--- src/hw/rtl/cta_pkg.sv ---
// Shared types and constants for the client table with aging.
// Item and result structs, status codes, controller command bundle.
// No dependencies.
package cta_pkg;

  localparam int unsigned TABLE_ENTRIES_DEF = 10;
  localparam logic [31:0] TIMEOUT_RESET     = 32'd60000;

  localparam logic       FUNC_SEEN  = 1'b0;
  localparam logic       FUNC_SWEEP = 1'b1;

  localparam logic [1:0] ST_REFRESHED = 2'd0;
  localparam logic [1:0] ST_ADDED     = 2'd1;
  localparam logic [1:0] ST_FULL      = 2'd2;
  localparam logic [1:0] ST_SWEPT     = 2'd3;

  typedef struct packed {
    logic        func;
    logic [31:0] peer_addr;
    logic [15:0] peer_port;
    logic [31:0] now_ticks;
  } in_t;

  typedef struct packed {
    logic [1:0] status;
    logic [3:0] slot;
    logic [3:0] removed_count;
    logic [3:0] live_count;
  } out_t;

  // controller -> datapath step strobes
  typedef struct packed {
    logic capture;
    logic compare;
    logic select;
    logic update;
  } cmd_t;

endpackage

--- src/hw/rtl/cta_ctrl.sv ---
// Sequencer for the client table: idle, compare, select, update.
// Depends on cta_pkg (cmd_t).
module cta_ctrl (
  input  logic          clk,
  input  logic          rst_n,
  input  logic          start,
  output logic          busy,
  output cta_pkg::cmd_t cmd
);
  import cta_pkg::*;

  typedef enum logic [3:0] {
    S_IDLE = 4'b0001,
    S_CMP  = 4'b0010,
    S_SEL  = 4'b0100,
    S_UPD  = 4'b1000
  } state_t;

  state_t state_r, state_nxt;

  always_comb begin
    state_nxt = state_r;
    case (state_r)
      S_IDLE:  if (start) state_nxt = S_CMP;
      S_CMP:   state_nxt = S_SEL;
      S_SEL:   state_nxt = S_UPD;
      S_UPD:   state_nxt = S_IDLE;
      default: state_nxt = S_IDLE;
    endcase
  end

  always_ff @(posedge clk) begin
    if (!rst_n) state_r <= S_IDLE;
    else        state_r <= state_nxt;
  end

  assign busy        = (state_r != S_IDLE);
  assign cmd.capture = start && (state_r == S_IDLE);
  assign cmd.compare = (state_r == S_CMP);
  assign cmd.select  = (state_r == S_SEL);
  assign cmd.update  = (state_r == S_UPD);

`ifndef SYNTHESIS
  a_accept_to_cmp: assert property (@(posedge clk) disable iff (!rst_n)
    (start && !busy) |=> (state_r == S_CMP))
    else $error("accepted transaction did not enter compare");

  a_state_onehot: assert property (@(posedge clk) disable iff (!rst_n)
    $onehot(state_r))
    else $error("state register not one-hot");

  a_upd_to_idle: assert property (@(posedge clk) disable iff (!rst_n)
    (state_r == S_UPD) |=> (state_r == S_IDLE))
    else $error("update step not followed by idle");
`endif

endmodule

--- src/hw/rtl/cta_dp.sv ---
// Datapath of the client table: entry cells, parallel match/age compare,
// priority select, counts, update and result register. Depends on cta_pkg.
module cta_dp #(
  parameter int unsigned N = cta_pkg::TABLE_ENTRIES_DEF
) (
  input  logic          clk,
  input  logic          rst_n,
  input  cta_pkg::cmd_t cmd,
  input  cta_pkg::in_t  in_item,
  input  logic          cfg_we,
  input  logic [31:0]   cfg_wdata,
  output logic          out_valid,
  output cta_pkg::out_t out_item
);
  import cta_pkg::*;

  localparam int unsigned IDX_W = (N > 1) ? $clog2(N) : 1;
  localparam int unsigned CNT_W = $clog2(N + 1);

  logic [31:0]      timeout_r;
  in_t              item_r;

  logic [N-1:0]     valid_r;
  logic [31:0]      addr_r [N];
  logic [15:0]      port_r [N];
  logic [31:0]      seen_r [N];

  // compare stage results
  logic [N-1:0]     hit_r, hit_nxt;
  logic [N-1:0]     aged_r, aged_nxt;
  // select stage results
  logic             hit_found_r, hit_found_nxt;
  logic             free_found_r, free_found_nxt;
  logic [IDX_W-1:0] hit_idx_r, hit_idx_nxt;
  logic [IDX_W-1:0] free_idx_r, free_idx_nxt;
  logic [CNT_W-1:0] count_r, count_nxt;
  logic [CNT_W-1:0] removed_r, removed_nxt;

  logic             out_valid_r;
  out_t             out_r, out_nxt;
  logic [CNT_W-1:0] active;

  function automatic logic [CNT_W-1:0] popcnt(input logic [N-1:0] v);
    logic [CNT_W-1:0] c;
    c = '0;
    for (int k = 0; k < N; k++) c = c + CNT_W'(v[k]);
    return c;
  endfunction

  always_ff @(posedge clk) begin
    if (!rst_n)      timeout_r <= TIMEOUT_RESET;
    else if (cfg_we) timeout_r <= cfg_wdata;
  end

  always_ff @(posedge clk) begin
    if (cmd.capture) item_r <= in_item;
  end

  // per-cell compares, each cell against the captured item
  always_comb begin
    logic [31:0] age;
    for (int k = 0; k < N; k++) begin
      age         = item_r.now_ticks - seen_r[k];
      hit_nxt[k]  = valid_r[k] && (addr_r[k] == item_r.peer_addr) &&
                    (port_r[k] == item_r.peer_port);
      aged_nxt[k] = valid_r[k] && (age > timeout_r);
    end
  end

  // lowest-index hit and lowest free slot
  always_comb begin
    hit_found_nxt  = 1'b0;
    free_found_nxt = 1'b0;
    hit_idx_nxt    = '0;
    free_idx_nxt   = '0;
    for (int k = N - 1; k >= 0; k--) begin
      if (hit_r[k]) begin
        hit_found_nxt = 1'b1;
        hit_idx_nxt   = IDX_W'(k);
      end
      if (!valid_r[k]) begin
        free_found_nxt = 1'b1;
        free_idx_nxt   = IDX_W'(k);
      end
    end
    count_nxt   = popcnt(valid_r);
    removed_nxt = popcnt(aged_r);
  end

  always_ff @(posedge clk) begin
    if (cmd.compare) begin
      hit_r  <= hit_nxt;
      aged_r <= aged_nxt;
    end
    if (cmd.select) begin
      hit_found_r  <= hit_found_nxt;
      free_found_r <= free_found_nxt;
      hit_idx_r    <= hit_idx_nxt;
      free_idx_r   <= free_idx_nxt;
      count_r      <= count_nxt;
      removed_r    <= removed_nxt;
    end
  end

  // result for the update step
  always_comb begin
    active           = count_r;
    out_nxt.status   = ST_FULL;
    out_nxt.slot     = '0;
    out_nxt.removed_count = '0;
    if (item_r.func == FUNC_SWEEP) begin
      active                = count_r - removed_r;
      out_nxt.status        = ST_SWEPT;
      out_nxt.removed_count = 4'(removed_r);
    end else if (hit_found_r) begin
      out_nxt.status = ST_REFRESHED;
      out_nxt.slot   = 4'(hit_idx_r);
    end else if (free_found_r) begin
      active         = count_r + CNT_W'(1);
      out_nxt.status = ST_ADDED;
      out_nxt.slot   = 4'(free_idx_r);
    end
    out_nxt.live_count = 4'(active);
  end

  // entry cells
  always_ff @(posedge clk) begin
    if (!rst_n) begin
      valid_r <= '0;
    end else if (cmd.update) begin
      if (item_r.func == FUNC_SWEEP) begin
        valid_r <= valid_r & ~aged_r;
      end else if (!hit_found_r && free_found_r) begin
        for (int k = 0; k < N; k++)
          if (free_idx_r == IDX_W'(k)) valid_r[k] <= 1'b1;
      end
    end
  end

  always_ff @(posedge clk) begin
    if (cmd.update && item_r.func == FUNC_SEEN) begin
      for (int k = 0; k < N; k++) begin
        if (hit_found_r) begin
          if (hit_idx_r == IDX_W'(k)) seen_r[k] <= item_r.now_ticks;
        end else if (free_found_r && free_idx_r == IDX_W'(k)) begin
          addr_r[k] <= item_r.peer_addr;
          port_r[k] <= item_r.peer_port;
          seen_r[k] <= item_r.now_ticks;
        end
      end
    end
  end

  always_ff @(posedge clk) begin
    if (!rst_n) out_valid_r <= 1'b0;
    else        out_valid_r <= cmd.update;
  end

  always_ff @(posedge clk) begin
    if (cmd.update) out_r <= out_nxt;
  end

  assign out_valid = out_valid_r;
  assign out_item  = out_r;

`ifndef SYNTHESIS
  a_strobe_single: assert property (@(posedge clk) disable iff (!rst_n)
    out_valid_r |=> !out_valid_r)
    else $error("result strobe held longer than one cycle");

  a_update_gives_result: assert property (@(posedge clk) disable iff (!rst_n)
    cmd.update |=> out_valid_r)
    else $error("update step produced no result");

  a_full_means_full: assert property (@(posedge clk) disable iff (!rst_n)
    (out_valid_r && out_r.status == ST_FULL) |-> (&valid_r))
    else $error("table full reported with a free slot");
`endif

endmodule

--- src/hw/rtl/client_table_with_aging.sv ---
// Top level of the client table with idle-timeout aging.
// Instantiates cta_ctrl and cta_dp; types from cta_pkg.
//
//  channel  ports                     handshake
//  -------  ------------------------  --------------------------------------
//  input    start, busy, in_item      accepted at edge with start && !busy
//  result   out_valid, out_item       one-cycle strobe, cannot be held off
//  config   cfg_we, cfg_wdata         idle timeout written when cfg_we high
//
// Each transaction runs through the accept edge, then the compare, select and
// update steps of the controller; the next start is taken in the cycle after
// update. The result register loads at update and shows while the controller
// is back in idle, in parallel with the next accept. The three steps are cell
// compare, priority select with population counts, and table update.
// Reset (rst_n low, synchronous) clears all valid marks and sets the idle
// timeout to 60000 ticks; entry contents are not cleared.
// The receiver cannot stall, so results never wait.
module client_table_with_aging #(
  parameter int unsigned TABLE_ENTRIES = cta_pkg::TABLE_ENTRIES_DEF
) (
  input  logic          clk,
  input  logic          rst_n,
  // input channel
  input  logic          start,
  output logic          busy,
  input  cta_pkg::in_t  in_item,
  // result channel
  output logic          out_valid,
  output cta_pkg::out_t out_item,
  // configuration
  input  logic          cfg_we,
  input  logic [31:0]   cfg_wdata
);
  import cta_pkg::*;

  cmd_t cmd;

  // sequencer: one-hot FSM, issues one step strobe per cycle while a transaction is in progress
  cta_ctrl u_ctrl (
    .clk   (clk),
    .rst_n (rst_n),
    .start (start),
    .busy  (busy),
    .cmd   (cmd)
  );

  // table cells, compare/select logic, timeout register, result register
  cta_dp #(
    .N (TABLE_ENTRIES)
  ) u_dp (
    .clk       (clk),
    .rst_n     (rst_n),
    .cmd       (cmd),
    .in_item   (in_item),
    .cfg_we    (cfg_we),
    .cfg_wdata (cfg_wdata),
    .out_valid (out_valid),
    .out_item  (out_item)
  );

endmodule

--- config.mk ---
export PLATFORM = sky130hd
export DESIGN_NAME = client_table_with_aging
export DESIGN_NICKNAME = d
export VERILOG_FILES = /design/src/hw/rtl/cta_pkg.sv /design/src/hw/rtl/cta_ctrl.sv /design/src/hw/rtl/cta_dp.sv /design/src/hw/rtl/client_table_with_aging.sv
export SDC_FILE = /design/constraint.sdc
export NUM_CORES = 2
export LEC_CHECK = 0
export ABC_AREA = 1
export BUFFER_PORTS_ARGS = -buffer_cell sky130_fd_sc_hd__buf_2
export CORE_ASPECT_RATIO = 1.1
export CORE_UTILIZATION = 65
export DETAILED_ROUTE_END_ITERATION = 12
export MAX_ROUTING_LAYER = met4
export PLACE_DENSITY = 0.85
export RECOVER_POWER = 25
export SYNTH_ARGS = -nofsm -noshare
export SYNTH_HDL_FRONTEND = slang
export SYNTH_SLANG_ARGS = --single-unit
--- constraint.sdc ---
create_clock -name clk -period 7.17 [get_ports clk]
set_input_delay 2.151 -clock clk [delete_from_list [all_inputs] [get_ports clk]]
set_output_delay 2.151 -clock clk [all_outputs]
set_load 0.1 [all_outputs]
# After elaboration in Yosys (flattened, before gate mapping)
# Memories as Yosys holds them, arrays and structs flattened.
# Index checks and enable logic that the tools add are counted.
[op_classes]
add_sub_neg = 30
mul = 0
div_mod_pow = 0
order_cmp = 10
eq_ne = 44
shift = 0
mux = 210
n_bitwise = 13
reduce_logical = 102
[op_table]
columns = ["operator", "count"]
rows = [
  ["32-bit two-way mux", 28],
  ["32-bit OR reduction", 18],
  ["32-bit == test", 10],
  ["32-bit > comparator", 10],
  ["32-bit subtractor", 10],
  ["16-bit == test", 10],
  ["16-bit two-way mux", 9],
  ["16-bit OR reduction", 9],
  ["4-bit two-way mux", 35],
  ["1-bit two-way mux", 121],
  ["4-bit by 1-bit adder with 4-bit output", 16],
  ["1-bit logical AND", 43],
  ["4-bit by 3-bit == test with 1-bit output, second input constant", 9],
  ["3-bit AND reduction", 10],
  ["3-bit two-way mux", 8],
  ["2-bit nonzero test", 11],
  ["4-bit by 2-bit == test with 1-bit output, second input constant", 5],
  ["4-bit == test, second input constant", 5],
  ["10-bit two-way mux", 2],
  ["4-bit by 1-bit == test with 1-bit output, second input constant", 3],
  ["6-bit two-way mux", 2],
  ["4-bit one-hot mux with 3 select lines", 1],
  ["10-bit AND", 1],
  ["10-bit NOT", 1],
  ["18 further kinds", 32],
]
[word_totals]
regBits = 180
latchBits = 0
ramBits = 800
rom_bits = 0
input_bits = 117
out_inout_bits = 16
elab_cells = 447
mem_count = 3
[mem_list]
columns = ["memory", "depth", "word_bits", "read_ports", "rd_ports_with_merged_regs", "wr", "line_no", "rtl"]
rows = [
  ["u_dp.addr_r", 10, 32, 10, 0, 1, "cta_dp.sv:24", "logic [31:0] addr_r [N];"],
  ["u_dp.seen_r", 10, 32, 10, 0, 1, "cta_dp.sv:26", "logic [31:0] seen_r [N];"],
  ["u_dp.port_r", 10, 16, 10, 0, 1, "cta_dp.sv:25", "logic [15:0] port_r [N];"],
]

# Logic depth before layout (Yosys ltp)
[logic_depth]
word_depth = 17
depth_mapped = 23
mapped_depth_nobuf = 23

# Cells and area by module
# Synthesis repeated with hierarchy kept, for this count alone.
[hier_totals]
hier_cells = 8353
area_unflattened_um2 = 67293.3
[modules_own_cells]
columns = ["mod", "n_inst", "cells_each", "area_per_inst_um2", "seq_area_each_um2"]
rows = [
  ["cta_dp", 1, 8326, 67094.3, 28877.7],
  ["cta_ctrl", 1, 27, 198.9, 80.1],
]

# Worst setup path before layout
# Ideal clock, no wire load.
[synth_timing]
path_kind = "input port to flip-flop"
startpoint = "input start"
endpoint = "register u_dp.item_r[0] (netlist name) (enable)"
setup_ns = 0.521
arrival_ns = 5.557
required_ns = 6.649
path_slack_ns = 1.093
stages = 2
n_path_buf = 0
cell_sequence = "inv_1 -> nor2_1"
[synth_rtl]
columns = ["element", "line_no", "rtl"]
rows = [
  ["start, declared", "client_table_with_aging.sv:24", "input logic start,"],
  ["end signal, assigned", "cta_dp.sv:56", "if (cmd.capture) item_r <= in_item;"],
  ["end, declared", "cta_dp.sv:21", "in_t item_r;"],
]

# Worst setup path after layout
[layout_timing]
startpoint = "register u_dp.item_r[14] (netlist name)"
endpoint = "register u_dp.aged_r[5], data pin"
[layout_via]
elab_chain_cells = 3
[layout_rtl]
columns = ["element", "line_no", "rtl"]
rows = [
  ["32-bit subtractor", "cta_dp.sv:63", "age = item_r.now_ticks - seen_r[k];"],
  ["32-bit > comparator", "cta_dp.sv:66", "aged_nxt[k] = valid_r[k] && (age > timeout_r);"],
  ["1-bit logical AND", "cta_dp.sv:66", ""],
  ["net u_dp.aged_nxt[5]", "cta_dp.sv:30", "logic [N-1:0] aged_r, aged_nxt;"],
  ["end signal, assigned", "cta_dp.sv:93", "aged_r <= aged_nxt;"],
  ["end, declared", "cta_dp.sv:30", ""],
]
# The timed path passes the listed nets, and every way through them passes these cells.
# A chain may end at the register's enable or synchronous reset.

==> metrics <==
Synth warnings=0; most used cell, CP=nand2_1; RSZ-0062 raised after global routing=no; Syn Inst Count=8,871; vias in the first global route=58.9k; Area growth syn-to-layout=8.80%; Register Area=29,000 um^2; DRT iter0 DRCs=7,428; internal reg-to-reg setup slack=2.11 ns; Min-Delay Endpoint=u_dp.timeout_r[18]; syn nets=9,655; met3 usage=11.9%; router iterations before antenna repair=6; crit-path leading delay family=buffers and inverters; hold-fix buffers at CTS=0; post-route insts no fill=10.7k; type of origin of the critical path=flip-flop; Worst-Skew Late Latency=0.75 ns; GRT busiest layer=met2; Final ANT Viol Nets=0; adder-cell area share of the yosys netlist=12.3%; Final WS setup=2.11 ns; register area share after synthesis=41.9%; CTS Buffer Depth=3; unique cell type count in the Yosys netlist=49; max cap viols=25; Final Hold Vio Count=0; CTS H-tree depth=3; CTS tree=yes; Setup crit start=u_dp.item_r[14]; Pwr per Cell Area=202 nW/um^2; largest family of logic cells by synthesized area=simple AND/OR/NAND/NOR gates; WS Path Type=reg -> reg; Post-Synth XOR/XNOR Area=4.23%; CP max stage cell=clkbuf_1; antenna violations before repair=22; fin. max-slew vios=477; R2R cell count=20; Fillers=8,479; PostCTS Resize Cnt=0; share of cells above drive strength 1=5.41%; crit-path cells=clkbuf_1 > ha_1 > nand2_1 > inv_1 > nand2_1 > nand2_1 > a21oi_1 > nand2_2 > nand2_1 > nand2_1 > nand2_1 > nand2_1 > ha_1 > nand2_1 > nor2_1 > nand2_1 > nor2_1 > nand4_1 > nand2_1 > a21oi_1; Ports=133; failing checks=max-capacitance violations, max-slew violations; dpl cell area=72,000 um^2; Core Area=105,000 um^2; GR Util met1=52.2%; final worst path period need=5.06 ns; post-place setup slack=2.93 ns; Final GP Congestion=1.15; Synth Area in Simple Gates=25.6%; Post-CTS Setup Bufs=0; setup TNS=0 ns; top_reg_cell synth=edfxtp_1; Worst Path Arrival=5.51 ns; status=complete, but fails checks; Leak=37.1 nW; CP max stage delay=1.80 ns; Compound-Gate Fraction of Synth Area=6.37%; Buffers on Ports=132; average wire per standard cell=22.9 um; CP endpoint kind=flip-flop; mux cell area share after synthesis=0%; Initial Utilization=65.5%; largest net degree at the start of global routing=64; worst path buffer plus inverter count=2; Period Utilization, post-route=70.6%; Avg Synthesized Cell Area=7.79 um^2; Multi-input gate area=33,600 um^2; worst reg2reg path startpoint=u_dp.item_r[14]; clock skew=0.0510 ns; Clock transition at path regs=0.06 ns; Async SR Flop Fraction=0%; remaining global-route overflow=0; required time of the worst setup path=7.62 ns; crit path max fanout=21; setup violators final=0; Relative slew margins=-70.5%; Placed Cells=10.4k; Tightest Hold Check Type=reg -> reg; synthesized area=69,100 um^2; row count=125; vias per cell=5.83; Worst VDD drop=0.261 mV; worst slew pin tran=2.56 ns; Num CTS Buffers=100; Achievable Freq=0.198 GHz; fin nets=9,925; first-pass GRT wire length=357,000 um; root buffer cell=clkbuf_16; drt drc=0; Hold Crit Depth=2; die height=344 um; hpwl dp=172,000 um; GRT met2 Usage=70.4%; clock sink count=980; hold slack final=0.470 ns; critical hold path startpoint=u_dp.timeout_r[18]; die area=108,000 um^2; DR vias=62.1k; Yosys reg bits=980; Die W=313 um; r2r endpoint=u_dp.aged_r[5]; Total GRT Usage=46.9%; number of flops mapped to enable cells by yosys=933; Total Wirelength=244,000 um; post-route cell area=75,200 um^2
how the worst max path moves through the flow:
| stage | to | slack (ns) | cells after the start |
|---|---|---|---|
| 2_1_floorplan | u_dp.item_r[0] | 1.09 | 2 |
| 3_3_place_gp | u_dp.item_r[17] | 2.99 | 4 |
| 3_5_place_dp | u_dp.item_r[2] | 2.93 | 4 |
| 4_1_cts | busy | 2.83 | 5 |
| 5_1_grt | u_dp.aged_r[3] | 1.97 | 20 |
| 6_report | u_dp.aged_r[5] | 2.11 | 20 |
final cells by class:
type / count / area share [%]
antenna: 26 / 0.0865
clock buffer: 120 / 3.52
clock inverter: 69 / 0.889
inverter: 1624 / 8.11
multi-input combinational: 6188 / 44.8
sequential: 980 / 38.5
tap: 1397 / 2.33
timing repair buffer: 247 / 1.79
cells in the mapped netlist (all sizes together) (4+ instances only):
cell type | count | area share [%]
or2 | 8 | 0.072
xnor2 | 148 | 1.9
o22ai | 72 | 0.65
edfxtp | 933 | 41
nor2 | 727 | 4.0
buf | 66 | 0.71
o21ai | 225 | 1.6
inv | 1624 | 8.8
xor2 | 186 | 2.4
o211ai | 8 | 0.087
ha | 644 | 12
dfxtp | 47 | 1.4
o21bai | 34 | 0.37
a22o | 4 | 0.053
nand3 | 371 | 2.7
nor3 | 61 | 0.44
nand4 | 82 | 0.74
nand3b | 26 | 0.28
nand2 | 3066 | 17
nor3b | 4 | 0.043
a21o | 28 | 0.31
nor4 | 9 | 0.081
and3 | 20 | 0.18
a21oi | 407 | 2.9
clkbuf | 13 | 0.071
fa | 23 | 0.67
o21a | 16 | 0.17
sequential cells by signal, summed over array words and instances (netlist names), 10 cells and up:
name            cells
u_dp.valid_r       10
u_dp.seen_r       320
u_dp.timeout_r     32
u_dp.addr_r       320
u_dp.port_r       160
u_dp.out_item      14
u_dp.item_r        81
u_dp.hit_r         10
u_dp.aged_r        10
per-stage QoR:
stage	total power [mW]	utilization, %
3_5_place_dp	9.79	68.3
2_1_floorplan	8.67	-
5_1_grt	15.7	71.3
6_report	15.2	71.3
4_1_cts	15.0	71.4
3_3_place_gp	9.69	68.3
kinds of logic (layout without fill, tap and decap cells):
family	after synthesis	after routing
compound gates	807	807
xor+xnor	334	334
fa+ha+maj	667	667
buf+inv	1703	2060
flops	980	980
other cells	0	26
simple gates	4380	4380
cell usage in the layout, fill, tap and decap left out, types with 102 or more instances in the layout:
master     count
nand2_1     2997
xnor2_1      148
buf_2        132
nand3_1      369
xor2_1       186
o21ai_0      215
edfxtp_1     933
a21oi_1      403
ha_1         644
nor2_1       705
inv_1       1590
clkbuf_16    102
worst min-delay path: stages, from the launching register on:
cell     delay, ns
dfxtp_1       0.30
inv_1         0.06
a21oi_1       0.06
routing by layer:
layer	vias up	wire length, um
li1	28974	-
met1	28178	84700
met2	3718	106000
met3	1222	28000
met4	0	25900
met5	-	0
report_power, final:
part	internal, mW	total, mW	switching, mW
clock network	2.95	5.36	2.41
logic	1.03	3.36	2.33
registers	6.37	6.44	0.0683
No activity file was read; power rests on OpenSTA's default activity.
